==> src/rtl/mssl_pkg.sv <==
// ----------------------------------------------------------------------------
// mssl_pkg
// Types and constants shared by the motor speed slew limiter.
// ----------------------------------------------------------------------------
package mssl_pkg;

  localparam int SpeedW   = 11;
  localparam int WideW    = 13;
  localparam int MagW     = 10;
  localparam int PctW     = 7;
  localparam int TimeW    = 32;
  localparam int IntervW  = 16;
  localparam int CfgIdxW  = 3;
  localparam int CfgDataW = 16;

  typedef logic signed [SpeedW-1:0] speed_t;
  typedef logic signed [WideW-1:0]  wide_t;
  typedef logic [MagW-1:0]          mag_t;
  typedef logic [PctW-1:0]          pct_t;
  typedef logic [TimeW-1:0]         time_t;
  typedef logic [IntervW-1:0]       interval_t;
  typedef logic [CfgIdxW-1:0]       cfg_idx_t;
  typedef logic [CfgDataW-1:0]      cfg_data_t;

  typedef enum logic [CfgIdxW-1:0] {
    REG_UPDATE_INTERVAL = 3'd0,
    REG_RAMP_STEP_LO    = 3'd1,
    REG_RAMP_STEP_FAST  = 3'd2,
    REG_DEFL_THRESHOLD  = 3'd3,
    REG_MIN_SPEED       = 3'd4,
    REG_SPEED_LIMIT     = 3'd5,
    REG_DEAD_BAND       = 3'd6,
    REG_BRAKE_THRESHOLD = 3'd7
  } reg_idx_t;

  typedef struct packed {
    interval_t update_interval;
    mag_t      ramp_step_lo;
    mag_t      ramp_step_fast;
    pct_t      deflection_threshold;
    mag_t      min_speed;
    mag_t      speed_limit;
    mag_t      dead_band;
    mag_t      brake_threshold;
  } cfg_t;

  typedef struct packed {
    speed_t current_speed;
    speed_t target_speed;
    pct_t   deflection_pct;
    time_t  now_ms;
  } item_t;

  localparam interval_t RstUpdateInterval = 16'd20;
  localparam mag_t      RstRampStepSlow   = 10'd5;
  localparam mag_t      RstRampStepFast   = 10'd15;
  localparam pct_t      RstDeflThreshold  = 7'd90;
  localparam mag_t      RstMinSpeed       = 10'd40;
  localparam mag_t      RstMaxSpeed       = 10'd255;
  localparam mag_t      RstMotorDeadzone  = 10'd10;
  localparam mag_t      RstBrakeThreshold = 10'd200;

endpackage

==> src/rtl/mssl_if.sv <==
// ----------------------------------------------------------------------------
// mssl channel interfaces
// Valid/ready channels for input items, results and register writes.
// ----------------------------------------------------------------------------
interface mssl_in_if;
  logic                  valid;
  logic                  ready;
  mssl_pkg::speed_t      current_speed;
  mssl_pkg::speed_t      target_speed;
  mssl_pkg::pct_t        deflection_pct;
  mssl_pkg::time_t       now_ms;

  modport source (output valid, current_speed, target_speed, deflection_pct, now_ms,
                  input ready);
  modport sink   (input valid, current_speed, target_speed, deflection_pct, now_ms,
                  output ready);
endinterface

interface mssl_out_if;
  logic                  valid;
  logic                  ready;
  mssl_pkg::speed_t      next_speed;
  logic                  held;

  modport source (output valid, next_speed, held, input ready);
  modport sink   (input valid, next_speed, held, output ready);
endinterface

interface mssl_cfg_if;
  logic                  valid;
  logic                  ready;
  mssl_pkg::cfg_idx_t    index;
  mssl_pkg::cfg_data_t   data;

  modport source (output valid, index, data, input ready);
  modport sink   (input valid, index, data, output ready);
endinterface

==> src/rtl/mssl_cfg_regs.sv <==
// ----------------------------------------------------------------------------
// mssl_cfg_regs
// Configuration register file, written one register per transaction.
// ----------------------------------------------------------------------------
module mssl_cfg_regs (
  input  logic               clk,
  input  logic               rst,
  mssl_cfg_if.sink           cfg,
  output mssl_pkg::cfg_t     regs
);
  import mssl_pkg::*;

  assign cfg.ready = 1'b1;

  always_ff @(posedge clk) begin
    if (rst) begin
      regs.update_interval      <= RstUpdateInterval;
      regs.ramp_step_lo         <= RstRampStepSlow;
      regs.ramp_step_fast       <= RstRampStepFast;
      regs.deflection_threshold <= RstDeflThreshold;
      regs.min_speed            <= RstMinSpeed;
      regs.speed_limit          <= RstMaxSpeed;
      regs.dead_band            <= RstMotorDeadzone;
      regs.brake_threshold      <= RstBrakeThreshold;
    end else if (cfg.valid && cfg.ready) begin
      unique case (reg_idx_t'(cfg.index))
        REG_UPDATE_INTERVAL: regs.update_interval      <= cfg.data;
        REG_RAMP_STEP_LO:    regs.ramp_step_lo         <= cfg.data[MagW-1:0];
        REG_RAMP_STEP_FAST:  regs.ramp_step_fast       <= cfg.data[MagW-1:0];
        REG_DEFL_THRESHOLD:  regs.deflection_threshold <= cfg.data[PctW-1:0];
        REG_MIN_SPEED:       regs.min_speed            <= cfg.data[MagW-1:0];
        REG_SPEED_LIMIT:     regs.speed_limit          <= cfg.data[MagW-1:0];
        REG_DEAD_BAND:       regs.dead_band            <= cfg.data[MagW-1:0];
        REG_BRAKE_THRESHOLD: regs.brake_threshold      <= cfg.data[MagW-1:0];
      endcase
    end
  end

endmodule

==> src/rtl/mssl_core.sv <==
// ----------------------------------------------------------------------------
// mssl_core
// Interval check, ramp step and shaping rules for one speed sample.
// ----------------------------------------------------------------------------
module mssl_core (
  input  mssl_pkg::cfg_t     regs,
  input  mssl_pkg::item_t    item,
  input  mssl_pkg::time_t    last_update_time,
  output mssl_pkg::speed_t   next_speed,
  output logic               held
);
  import mssl_pkg::*;

  time_t  elapsed;
  mag_t   step_sel;
  wide_t  c, t, s, mn, mx, dz, brk, acur, delta, nx, nx2, cl, res;
  logic   in_dz;

  assign elapsed = item.now_ms - last_update_time;
  assign held    = elapsed < {{(TimeW-IntervW){1'b0}}, regs.update_interval};

  always_comb begin
    step_sel = (item.deflection_pct >= regs.deflection_threshold) ? regs.ramp_step_fast
                                                                  : regs.ramp_step_lo;
    if (step_sel == '0) begin
      step_sel = mag_t'(1);
    end
    c    = wide_t'(item.current_speed);
    t    = wide_t'(item.target_speed);
    s    = $signed({{(WideW-MagW){1'b0}}, step_sel});
    mn   = $signed({{(WideW-MagW){1'b0}}, regs.min_speed});
    mx   = $signed({{(WideW-MagW){1'b0}}, regs.speed_limit});
    dz   = $signed({{(WideW-MagW){1'b0}}, regs.dead_band});
    brk  = $signed({{(WideW-MagW){1'b0}}, regs.brake_threshold});
    acur = (c < 0) ? -c : c;

    // step toward target
    delta = t - c;
    if (delta > s) begin
      nx = c + s;
    end else if (delta < -s) begin
      nx = c - s;
    end else begin
      nx = t;
    end

    in_dz = (nx > -dz) && (nx < dz) && (t > -dz) && (t < dz);

    // start from rest
    if (c == 0 && t > 0) begin
      nx2 = mn;
    end else if (c == 0 && t < 0) begin
      nx2 = -mn;
    end else begin
      nx2 = nx;
    end

    cl = nx2;
    if (cl > mx) begin
      cl = mx;
    end
    if (cl < -mx) begin
      cl = -mx;
    end

    if (in_dz) begin
      res = '0;
    end else if (t == 0 && (c > mn || c < -mn)) begin
      res = '0;
    end else if (t == mn && c > 0 && c < mn) begin
      res = mn;
    end else if (t == -mn && c < 0 && c > -mn) begin
      res = -mn;
    end else if (t == mx && c > 0 && c >= mx - s) begin
      res = mx;
    end else if (t == -mx && c < 0 && c <= -mx + s) begin
      res = -mx;
    end else if (c > mn && t > 0 && t < mn) begin
      res = '0;
    end else if (c < -mn && t < 0 && t > -mn) begin
      res = '0;
    end else if (c > 0 && t < 0 && c < mn) begin
      res = '0;
    end else if (c < 0 && t > 0 && acur < mn) begin
      res = '0;
    end else if (c > 0 && t == 0 && nx2 < mn && nx2 > 0) begin
      res = '0;
    end else if (c < 0 && t == 0 && nx2 > -mn && nx2 < 0) begin
      res = '0;
    end else if (t == 0 && c != 0 && cl == 0 && acur >= brk) begin
      // reverse brake pulse
      res = (c > 0) ? -mn : mn;
    end else begin
      res = cl;
    end

    next_speed = res[SpeedW-1:0];
  end

endmodule

==> src/rtl/motor_speed_slew_limiter.sv <==
// ----------------------------------------------------------------------------
// motor_speed_slew_limiter
// Rate limits a motor speed toward its target with start, snap and brake rules.
//
//   channel  dir  payload                                              width
//   item     in   current_speed, target_speed, deflection_pct, now_ms  11/11/7/32
//   result   out  next_speed, held                                      11/1
//   cfg      in   index, data                                           3/16
//
// one transaction per cycle sustained while the result is taken; an item passes
// the input register, shaping logic and result register in that order
// last_update_time advances as a non-held item moves into the result register
// reset clears valids, last_update_time and restores register defaults
// a stalled result holds its stage; the input stage still fills behind it
// ----------------------------------------------------------------------------
module motor_speed_slew_limiter (
  input  logic        clk,
  input  logic        rst,
  mssl_in_if.sink     item,
  mssl_out_if.source  result,
  mssl_cfg_if.sink    cfg
);
  import mssl_pkg::*;

  cfg_t   regs;
  item_t  s1_item;
  logic   s1_valid;
  logic   out_valid;
  speed_t next_speed;
  logic   held;
  time_t  last_update_time;
  speed_t core_speed;
  logic   core_held;
  logic   s2_load;

  mssl_cfg_regs u_cfg (
    .clk  (clk),
    .rst  (rst),
    .cfg  (cfg),
    .regs (regs)
  );

  mssl_core u_core (
    .regs             (regs),
    .item             (s1_item),
    .last_update_time (last_update_time),
    .next_speed       (core_speed),
    .held             (core_held)
  );

  assign s2_load    = s1_valid && (!out_valid || result.ready);
  assign item.ready = !s1_valid || s2_load;

  always_ff @(posedge clk) begin
    if (rst) begin
      s1_valid         <= 1'b0;
      out_valid        <= 1'b0;
      last_update_time <= '0;
    end else begin
      if (item.valid && item.ready) begin
        s1_valid <= 1'b1;
      end else if (s2_load) begin
        s1_valid <= 1'b0;
      end
      if (s2_load) begin
        out_valid <= 1'b1;
        if (!core_held) begin
          last_update_time <= s1_item.now_ms;
        end
      end else if (result.ready) begin
        out_valid <= 1'b0;
      end
    end
  end

  always_ff @(posedge clk) begin
    if (item.valid && item.ready) begin
      s1_item.current_speed  <= item.current_speed;
      s1_item.target_speed   <= item.target_speed;
      s1_item.deflection_pct <= item.deflection_pct;
      s1_item.now_ms         <= item.now_ms;
    end
    if (s2_load) begin
      // held transactions pass the present speed through
      next_speed <= core_held ? s1_item.current_speed : core_speed;
      held       <= core_held;
    end
  end

  assign result.valid      = out_valid;
  assign result.next_speed = next_speed;
  assign result.held       = held;

endmodule

==> src/flat_wrapper.sv <==
// flat-port wrapper written by rule: the top's interface ports become plain ports
module motor_speed_slew_limiter_flat import mssl_pkg::*;
  (clk, rst, item_valid, item_current_speed, item_target_speed, item_deflection_pct, item_now_ms, item_ready, result_valid, result_next_speed, result_held, result_ready, cfg_valid, cfg_index, cfg_data, cfg_ready);
  mssl_in_if item_i ();
  mssl_out_if result_i ();
  mssl_cfg_if cfg_i ();
  input  logic clk;
  input  logic rst;
  input wire logic [$bits(item_i.valid)-1:0] item_valid;
  input wire logic [$bits(item_i.current_speed)-1:0] item_current_speed;
  input wire logic [$bits(item_i.target_speed)-1:0] item_target_speed;
  input wire logic [$bits(item_i.deflection_pct)-1:0] item_deflection_pct;
  input wire logic [$bits(item_i.now_ms)-1:0] item_now_ms;
  output wire logic [$bits(item_i.ready)-1:0] item_ready;
  output wire logic [$bits(result_i.valid)-1:0] result_valid;
  output wire logic [$bits(result_i.next_speed)-1:0] result_next_speed;
  output wire logic [$bits(result_i.held)-1:0] result_held;
  input wire logic [$bits(result_i.ready)-1:0] result_ready;
  input wire logic [$bits(cfg_i.valid)-1:0] cfg_valid;
  input wire logic [$bits(cfg_i.index)-1:0] cfg_index;
  input wire logic [$bits(cfg_i.data)-1:0] cfg_data;
  output wire logic [$bits(cfg_i.ready)-1:0] cfg_ready;
  assign item_i.valid = item_valid;
  assign item_i.current_speed = item_current_speed;
  assign item_i.target_speed = item_target_speed;
  assign item_i.deflection_pct = item_deflection_pct;
  assign item_i.now_ms = item_now_ms;
  assign item_ready = item_i.ready;
  assign result_valid = result_i.valid;
  assign result_next_speed = result_i.next_speed;
  assign result_held = result_i.held;
  assign result_i.ready = result_ready;
  assign cfg_i.valid = cfg_valid;
  assign cfg_i.index = cfg_index;
  assign cfg_i.data = cfg_data;
  assign cfg_ready = cfg_i.ready;
  motor_speed_slew_limiter u_core (.clk(clk), .rst(rst), .item(item_i), .result(result_i), .cfg(cfg_i));
endmodule
==> config.mk <==
export PLATFORM = sky130hd
export DESIGN_NAME = motor_speed_slew_limiter_flat
export DESIGN_NICKNAME = d
export VERILOG_FILES = /design/src/rtl/mssl_pkg.sv /design/src/rtl/mssl_if.sv /design/src/rtl/mssl_cfg_regs.sv /design/src/rtl/mssl_core.sv /design/src/rtl/motor_speed_slew_limiter.sv /design/src/flat_wrapper.sv
export SDC_FILE = /design/constraint.sdc
export NUM_CORES = 1
export LEC_CHECK = 0
export BUFFER_PORTS_ARGS = -buffer_cell sky130_fd_sc_hd__buf_2
export CORE_UTILIZATION = 48
export CTS_CLUSTER_DIAMETER = 120
export DETAILED_ROUTE_END_ITERATION = 12
export PLACE_DENSITY = 0.75
export SLEW_MARGIN = 20
export SYNTH_ARGS = -nofsm -noshare
export SYNTH_HDL_FRONTEND = slang
export SYNTH_HIERARCHICAL = 1
export SYNTH_SLANG_ARGS = --single-unit
==> constraint.sdc <==
create_clock -name clk -period 34.7 [get_ports clk]
set_input_delay 6.94 -clock clk [delete_from_list [all_inputs] [get_ports clk]]
set_output_delay 6.94 -clock clk [all_outputs]
set_load 0.02 [all_outputs]
==> flow_summary.rst, run 1 <==
.. list-table::
   :header-rows: 1

   * - Metric
     - Value
   * - Endpoint of the worst hold path
     - u_core/last_update_time[12]
   * - Required time of the critical path
     - 27.76 ns
   * - Final critical-path required period
     - 14.41 ns
   * - Final GP Congestion
     - 1.09
   * - Global Route Usage Sum
     - 0.315
   * - Cell depth of the worst hold path
     - 2
   * - Starting density of the core
     - 0.487
   * - Final Hold Violating Endpoints
     - 0
   * - Iteration-0 DRC count of the detailed router
     - 1758
   * - Worst path arrival time
     - 7.47 ns
   * - Power density over the cells
     - 38.2 mW/mm^2
   * - Dominant register cell in the synthesized netlist
     - sky130_fd_sc_hd__dfxtp_1
   * - CP cell instances
     - buf_2 > nor2b_4 > nand2_1 > buf_2
   * - Drt pass-1 iters
     - 7
   * - Critical register-to-register path startpoint
     - u_core/s1_item[32]
   * - Global route overflow
     - 0
   * - Clock Path Buffers
     - 2
   * - Largest net degree at the start of global routing
     - 95
   * - Detail Placement HPWL
     - 51300 um
   * - Total of fill cells in the finished design
     - 3818
   * - Antenna violations before repair
     - 1
   * - Setup Buffers After CTS
     - 0
   * - Kind of start point of the critical path
     - input port
   * - Gates resized, CTS repair
     - 0
   * - Critical path start-end classification
     - in2out
   * - Library cell used as clock root buffer
     - sky130_fd_sc_hd__clkbuf_16
   * - Footprint of the multi-input gates
     - 0.0143 mm^2
   * - Fraction of layout instances using a drive strength above 1
     - 0.104
   * - Slowest cell on the critical path
     - sky130_fd_sc_hd__nor2b_4
   * - Vias in the first global route
     - 17800
   * - Worst setup margin
     - 20.29 ns
   * - Number of max-cap violations
     - 0
   * - Post-place setup slack
     - 20.29 ns
   * - Die outline width
     - 206 um
   * - Number of vias per cell after detailed routing
     - 6.23
   * - Net Count, Synth
     - 2712
   * - Post-route clock period utilization
     - 0.415
   * - Instance count of the mapped netlist
     - 2315
   * - Pleak
     - 9.58 nW
   * - FF-to-FF path depth
     - 51
   * - Quantity of I/O buffers inserted on ports
     - 98
   * - Sum of negative setup slack
     - 0 ns
   * - Number of buffers created by CTS
     - 17
   * - I/O pin cnt
     - 100
   * - Worst-Margin Slew
     - 1.12 ns
   * - Final setup fails
     - 0
   * - Top cell by count, worst path
     - sky130_fd_sc_hd__buf_2
   * - Remaining DRCs
     - 0
   * - Slowest cell delay on critical path
     - 0.17 ns
   * - Worst clock skew
     - 0.0156 ns
   * - Hold buffer count at CTS
     - 0
   * - Sink count of the clock tree
     - 190
   * - Die Ht
     - 206 um
   * - Endpoint of the worst-slack reg-to-reg timing path
     - u_core/result.next_speed[7]
   * - Number of distinct standard cells referenced by the synthesized netlist
     - 110
   * - Startpoint of the lowest-slack hold path
     - u_core/last_update_time[12]
   * - Clock insertion delay at the later pin of the skew report
     - 0.46 ns
   * - Site Rows
     - 74
   * - Sequential share of the synthesized area
     - 0.227
   * - Footprint of the flip-flops and latches
     - 0.00453 mm^2
   * - Slack of the worst reg-to-reg path
     - 22.31 ns
   * - Normalized max-slew margin
     - 0.253
   * - Result of the run
     - finished clean
   * - Remaining antenna violation count after routing
     - 0
   * - Number of warning messages in the yosys log
     - 6
   * - Number of enable flip-flop cells after synthesis
     - 73
   * - Class of the tightest hold or removal check
     - reg2reg
   * - Max-slew violations
     - 0
   * - RSZ-0062 raised after global routing
     - no
   * - Clock transition at the registers of the reported paths
     - 0.08 ns
   * - Share of flip-flops with an asynchronous set or reset after synthesis
     - 0
   * - Detailed-route wire length per cell
     - 22.7 um
   * - Mean area per synthesized cell
     - 8.62 um^2
   * - Total number of vias
     - 18300
   * - Routed wire length
     - 66600 um
   * - Post-synthesis cell area
     - 0.0199 mm^2
   * - Area added between synthesis and finish
     - 8.17%
   * - Nets@finish
     - 2790
   * - Global-route wire length before repair
     - 102000 um
   * - Max frequency
     - 69.4 MHz
   * - Max IR drop VDD
     - 35.1 uV
   * - Critical path peak fanout
     - 5
   * - Clock tree from TritonCTS
     - done
   * - Worst setup startpoint
     - result_ready
   * - Flop and latch count out of synthesis
     - 190
   * - Element type at the critical path end
     - output pin
   * - Floorplan Core Area
     - 0.0409 mm^2
   * - DIE AREA
     - 0.0424 mm^2
   * - Depth of the CTS H-tree
     - 4
==> metal layers <==
| metal | up-vias | GRT usage | wire (um) |
|---|---|---|---|
| met2 | 826 | 0.500 | 29700 |
| met1 | 8681 | 0.402 | 28100 |
| met3 | 207 | 0.0564 | 5120 |
| met4 | 2 | 0.178 | 3650 |
| met5 | - | 0 | 12 |
| li1 | 8606 | - | - |
==> final cells by class <==
type,instances,share of cell area
Clock inverter,15,0.00696
Timing Repair Buffer,136,0.0361
Antenna cell,1,0.000116
Inverter,186,0.0324
Clock buffer,17,0.0197
Multi-Input combinational cell,1862,0.664
Sequential cell,190,0.210
Tap cell,532,0.0308
==> logic make-up (layout without fill, tap and decap cells) <==
kind of cell,Yosys count,in the layout,synth area share
AOI/OAI and AO/OA,528,528,0.183
xor gates and xnor gates,108,108,0.0474
adders and majority gates,312,312,0.198
buffers and inverters,263,354,0.0556
DFF,190,190,0.227
muxes,162,162,0.0833
other,2,3,0.000377
and+or+nand+nor,750,750,0.205
==> registers in the layout (all words and copies together), names as in the netlist <==
register                  cells
u_core/u_cfg/regs            83
u_core/result.next_speed     11
u_core/result.valid           1
u_core/s1_valid               1
u_core/result.held            1
u_core/last_update_time      32
u_core/s1_item               61
==> critical path, delay by kind of cell <==
family	cells	cell delay, ns
buffers and inverters	2	0.27
and+or+nand+nor	2	0.25
==> cells in the final DEF (no fill, tap or decap), drive strengths merged, types with 8 or more instances in the layout <==
master	instances
a31oi	16
or3	9
nand3	54
nor4	25
and2	10
a21oi	116
nor2b	33
o2111ai	15
o31ai	9
nand4	47
mux2i	140
o21ai	109
mux2	22
buf	136
a21boi	8
nand2b	162
o21bai	17
a21o	53
nand2	98
nor2	179
a221oi	9
a211o	18
xor2	22
nor3	60
or2	11
edfxtp	73
and3	12
o21a	41
clkbuf	17
inv	192
dfxtp	117
o22ai	10
a211oi	22
o211ai	20
xnor2	86
ha	306
==> power by group <==
part           switching [mW]  internal, mW  total, mW
clock                  0.0998        0.0955      0.195
sequential            0.00905         0.244      0.254
combinational           0.225         0.150      0.375
total                   0.334         0.490      0.824
==> cells in the mapped netlist, types with 6 or more instances <==
master | count | area, um^2
sky130_fd_sc_hd__ha_1 | 306 | 3830
sky130_fd_sc_hd__inv_1 | 185 | 694
sky130_fd_sc_hd__nor2_1 | 176 | 661
sky130_fd_sc_hd__nand2b_1 | 162 | 1010
sky130_fd_sc_hd__mux2i_1 | 139 | 1390
sky130_fd_sc_hd__dfxtp_1 | 117 | 2340
sky130_fd_sc_hd__a21oi_1 | 114 | 571
sky130_fd_sc_hd__o21ai_0 | 105 | 526
sky130_fd_sc_hd__nand2_1 | 96 | 360
sky130_fd_sc_hd__xnor2_1 | 86 | 753
sky130_fd_sc_hd__edfxtp_1 | 73 | 2190
sky130_fd_sc_hd__nor3_1 | 58 | 290
sky130_fd_sc_hd__nand3_1 | 54 | 270
sky130_fd_sc_hd__a21o_1 | 53 | 398
sky130_fd_sc_hd__clkbuf_1 | 47 | 176
sky130_fd_sc_hd__nand4_1 | 47 | 294
sky130_fd_sc_hd__o21a_1 | 41 | 308
sky130_fd_sc_hd__nor2b_1 | 32 | 200
sky130_fd_sc_hd__nor4_1 | 23 | 144
sky130_fd_sc_hd__mux2_2 | 22 | 248
sky130_fd_sc_hd__xor2_1 | 22 | 193
sky130_fd_sc_hd__a211oi_1 | 20 | 150
sky130_fd_sc_hd__o211ai_1 | 19 | 143
sky130_fd_sc_hd__a211o_1 | 18 | 158
sky130_fd_sc_hd__buf_2 | 16 | 80.1
sky130_fd_sc_hd__o21bai_1 | 16 | 120
sky130_fd_sc_hd__a31oi_1 | 15 | 93.8
sky130_fd_sc_hd__o2111ai_1 | 14 | 123
sky130_fd_sc_hd__and3_1 | 12 | 75.1
sky130_fd_sc_hd__or2_2 | 11 | 68.8
sky130_fd_sc_hd__o22ai_1 | 10 | 62.6
sky130_fd_sc_hd__and2_1 | 9 | 56.3
sky130_fd_sc_hd__o31ai_1 | 9 | 67.6
sky130_fd_sc_hd__or3_1 | 9 | 56.3
sky130_fd_sc_hd__a21boi_0 | 7 | 52.6
sky130_fd_sc_hd__a22oi_1 | 7 | 52.6
sky130_fd_sc_hd__o221ai_1 | 7 | 61.3
sky130_fd_sc_hd__a221oi_1 | 6 | 52.6
sky130_fd_sc_hd__fa_1 | 6 | 120
==> through the flow <==
step / std cells / hold WS (ns) / utilization / cell area [um^2] / power, mW
3_5_place_dp: 2906 / 0.464 / 0.513 / 21000 / 0.622
3_3_place_gp: 2906 / 0.457 / 0.513 / 21000 / 0.613
5_1_grt: 2938 / 0.499 / 0.527 / 21600 / 0.870
6_report: 2939 / 0.471 / 0.527 / 21600 / 0.824
4_1_cts: 2938 / 0.477 / 0.527 / 21600 / 0.820
2_1_floorplan: 2315 / 0.445 / - / 19900 / 0.516
==> worst max path at each step <==
| stage | to | slack (ns) |
|---|---|---|
| finish | item_ready | 20.29 |
| global route | item_ready | 20.26 |
| CTS | item_ready | 20.29 |
| detailed placement | item_ready | 20.29 |
| global placement | item_ready | 20.30 |
| floorplan | item_ready | 20.53 |
(Power assumes the default switching activity.)
==> inputs of run 2 (changes only) <==
==> constraint.sdc (replaced) <==
create_clock -name clk -period 13.6 [get_ports clk]
set_input_delay 2.72 -clock clk [delete_from_list [all_inputs] [get_ports clk]]
set_output_delay 2.72 -clock clk [all_outputs]
set_load 0.02 [all_outputs]
==> flow_summary.rst, run 2 (synthesis results as in run 1) <==
.. list-table::
   :header-rows: 1

   * - Metric
     - Value
   * - Highest-count cells in the layout ignoring fill and taps
     - 306 x sky130_fd_sc_hd__ha_1, 185 x sky130_fd_sc_hd__inv_1, 176 x sky130_fd_sc_hd__nor2_1 (unchanged)
   * - I/O pin cnt
     - 100 (unchanged)
   * - Top cell by count, worst path
     - sky130_fd_sc_hd__a21o_1 (was sky130_fd_sc_hd__buf_2)
   * - Critical path peak fanout
     - 15 (was 5)
   * - Gates resized, CTS repair
     - 0 (unchanged)
   * - Nets@finish
     - 2790 (unchanged)
   * - Largest net degree at the start of global routing
     - 132 (was 95)
   * - Number of buffers created by CTS
     - 17 (unchanged)
   * - Antenna violations before repair
     - 1 (unchanged)
   * - Slowest cell on the critical path
     - sky130_fd_sc_hd__mux2i_1 (was sky130_fd_sc_hd__nor2b_4)
   * - Iteration-0 DRC count of the detailed router
     - 1664 (was 1758)
   * - Final setup fails
     - 0 (unchanged)
   * - Clock Path Buffers
     - 2 (unchanged)
   * - Worst clock skew
     - 0.0103 ns (was 0.0156 ns)
   * - Worst path arrival time
     - 12.97 ns (was 7.47 ns)
   * - Setup Buffers After CTS
     - 0 (unchanged)
   * - Element type at the critical path end
     - flop (was output pin)
   * - Sink count of the clock tree
     - 190 (unchanged)
   * - Post-route clock period utilization
     - 0.928
   * - Global Route Usage Sum
     - 0.320 (was 0.315)
   * - Detail Placement HPWL
     - 52100 um (was 51300 um)
   * - Placed Cells incl. Taps
     - 2906 (unchanged)
   * - Slowest cell delay on critical path
     - 0.79 ns (was 0.17 ns)
   * - Clock insertion delay at the later pin of the skew report
     - 0.48 ns (was 0.46 ns)
   * - Max frequency
     - 79.2 MHz
   * - FF-to-FF path depth
     - 50 (was 51)
   * - Normalized max-slew margin
     - 0.284 (was 0.253)
   * - Max IR drop VDD
     - 122 uV (was 35.1 uV)
   * - Cell depth of the worst hold path
     - 2 (unchanged)
   * - Result of the run
     - finished clean (unchanged)
   * - Footprint of the flip-flops and latches
     - 0.00453 mm^2 (unchanged)
   * - Kind of start point of the critical path
     - flop (was input port)
   * - Most frequent standard cell in the layout excluding fill and tap cells
     - sky130_fd_sc_hd__ha_1 (unchanged)
   * - Hold buffer count at CTS
     - 0 (unchanged)
   * - Vias in the first global route
     - 17700 (was 17800)
   * - Depth of the CTS H-tree
     - 4 (unchanged)
   * - Class of the tightest hold or removal check
     - reg2reg (unchanged)
   * - Site Rows
     - 74 (unchanged)
   * - Endpoint of the worst-slack reg-to-reg timing path
     - u_core/result.next_speed[7] (unchanged)
   * - Clock tree from TritonCTS
     - done (unchanged)
   * - Post-route non-filler standard cell count
     - 2938 (was 2939)
   * - Slack of the worst reg-to-reg path
     - 0.98 ns (was 22.31 ns)
   * - Max-slew violations
     - 0 (unchanged)
   * - Final critical-path required period
     - 12.62 ns
   * - Sum of negative setup slack
     - 0 ns (unchanged)
   * - Footprint of the multi-input gates
     - 0.0143 mm^2 (unchanged)
   * - Floorplan Core Area
     - 0.0409 mm^2 (unchanged)
   * - Remaining antenna violation count after routing
     - 0 (unchanged)
   * - Fraction of layout instances using a drive strength above 1
     - 0.104 (about the same)
   * - Max reg flops
     - 83 (unchanged)
   * - Most flops, register
     - u_core/u_cfg/regs (unchanged)
   * - Endpoint of the worst hold path
     - u_core/u_cfg/regs[80] (was u_core/last_update_time[12])
   * - RSZ-0062 raised after global routing
     - no (unchanged)
   * - Die Ht
     - 206 um (unchanged)
   * - Worst-Margin Slew
     - 1.06 ns (was 1.12 ns)
   * - Starting density of the core
     - 0.487 (unchanged)
   * - Worst setup startpoint
     - u_core/s1_item[32] (was result_ready)
   * - Routed wire length
     - 67100 um (was 66600 um)
   * - Total of fill cells in the finished design
     - 3782 (was 3818)
   * - DIE AREA
     - 0.0424 mm^2 (unchanged)
   * - Library cell used as clock root buffer
     - sky130_fd_sc_hd__clkbuf_16 (unchanged)
   * - Clock transition at the registers of the reported paths
     - 0.07 ns (was 0.08 ns)
   * - Critical path start-end classification
     - reg2reg (was in2out)
   * - Critical register-to-register path startpoint
     - u_core/s1_item[32] (unchanged)
   * - Drt pass-1 iters
     - 6 (was 7)
   * - Final GP Congestion
     - 1.06 (was 1.09)
   * - Startpoint of the lowest-slack hold path
     - u_core/u_cfg/regs[80] (was u_core/last_update_time[12])
   * - Final Hold Violating Endpoints
     - 0 (unchanged)
   * - Power density over the cells
     - 96.7 mW/mm^2 (was 38.2 mW/mm^2)
   * - Detailed-route wire length per cell
     - 22.8 um (was 22.7 um)
   * - Total number of vias
     - 18400 (was 18300)
   * - Required time of the critical path
     - 13.95 ns (was 27.76 ns)
   * - Largest registers ranked by flip-flop count
     - u_core/u_cfg/regs (83), u_core/s1_item (61), u_core/last_update_time (32) (unchanged)
   * - Quantity of I/O buffers inserted on ports
     - 98 (unchanged)
   * - Remaining DRCs
     - 0 (unchanged)
   * - Antenna diodes
     - 0 (was 1)
   * - Global-route wire length before repair
     - 102000 um (about the same)
   * - Number of max-cap violations
     - 0 (unchanged)
   * - Global route overflow
     - 0 (unchanged)
   * - Die outline width
     - 206 um (unchanged)
   * - Area added between synthesis and finish
     - 8.16% (was 8.17%)
   * - Pleak
     - 9.59 nW (was 9.58 nW)
   * - Number of vias per cell after detailed routing
     - 6.26 (was 6.23)
## run 2: routing by layer
metal | part of all wire | track usage
met1 | 0.42 | 0.401
met2 | 0.44 | 0.507
met3 | 0.075 | 0.0654
met4 | 0.060 | 0.191
met5 | 0.00010 | 0
## run 2: through the flow
step                worst slack [ns]  hold WS, ns  area [um^2]  utilization  power [mW]
finish                         0.980        0.474        21600        0.527        2.09
global route                   0.307        0.492        21600        0.527        2.21
CTS                             1.29        0.478        21600        0.527        2.08
detailed placement              1.34        0.464        21000        0.513        1.57
global placement                1.63        0.457        21000        0.513        1.56
floorplan                       2.58        0.445        19900            -        1.32
## run 2: critical path: cells and delay by family, from the launching register on
family	cells	cell delay, ns
AO/OA/AOI/OAI	21	4.75
adder cells (fa/ha/maj)	5	1.41
buffers and inverters	3	0.43
flip-flops	1	0.36
multiplexers	5	1.88
AND/OR/NAND/NOR	16	3.64
## run 2: layout make-up
type | count | area share
repair buffers | 136 | 0.0361
multi-input cells | 1862 | 0.664
flip-flops and latches | 190 | 0.210
inverters | 186 | 0.0324
clock inverters | 13 | 0.00568
clock buffers | 19 | 0.0210
well taps | 532 | 0.0309
## run 2: worst max path at each step
stage,endpoint,cells after the start
finish,u_core/result.next_speed[7],50
global route,u_core/result.next_speed[7],50
CTS,u_core/result.next_speed[7],49
detailed placement,u_core/result.next_speed[7],50
global placement,u_core/result.next_speed[7],49
floorplan,u_core/result.next_speed[4],51
## run 2: where the power goes
group | switching, mW | internal, mW
Combinational | 0.562 | 0.384
Clock | 0.243 | 0.251
Sequential | 0.0229 | 0.624
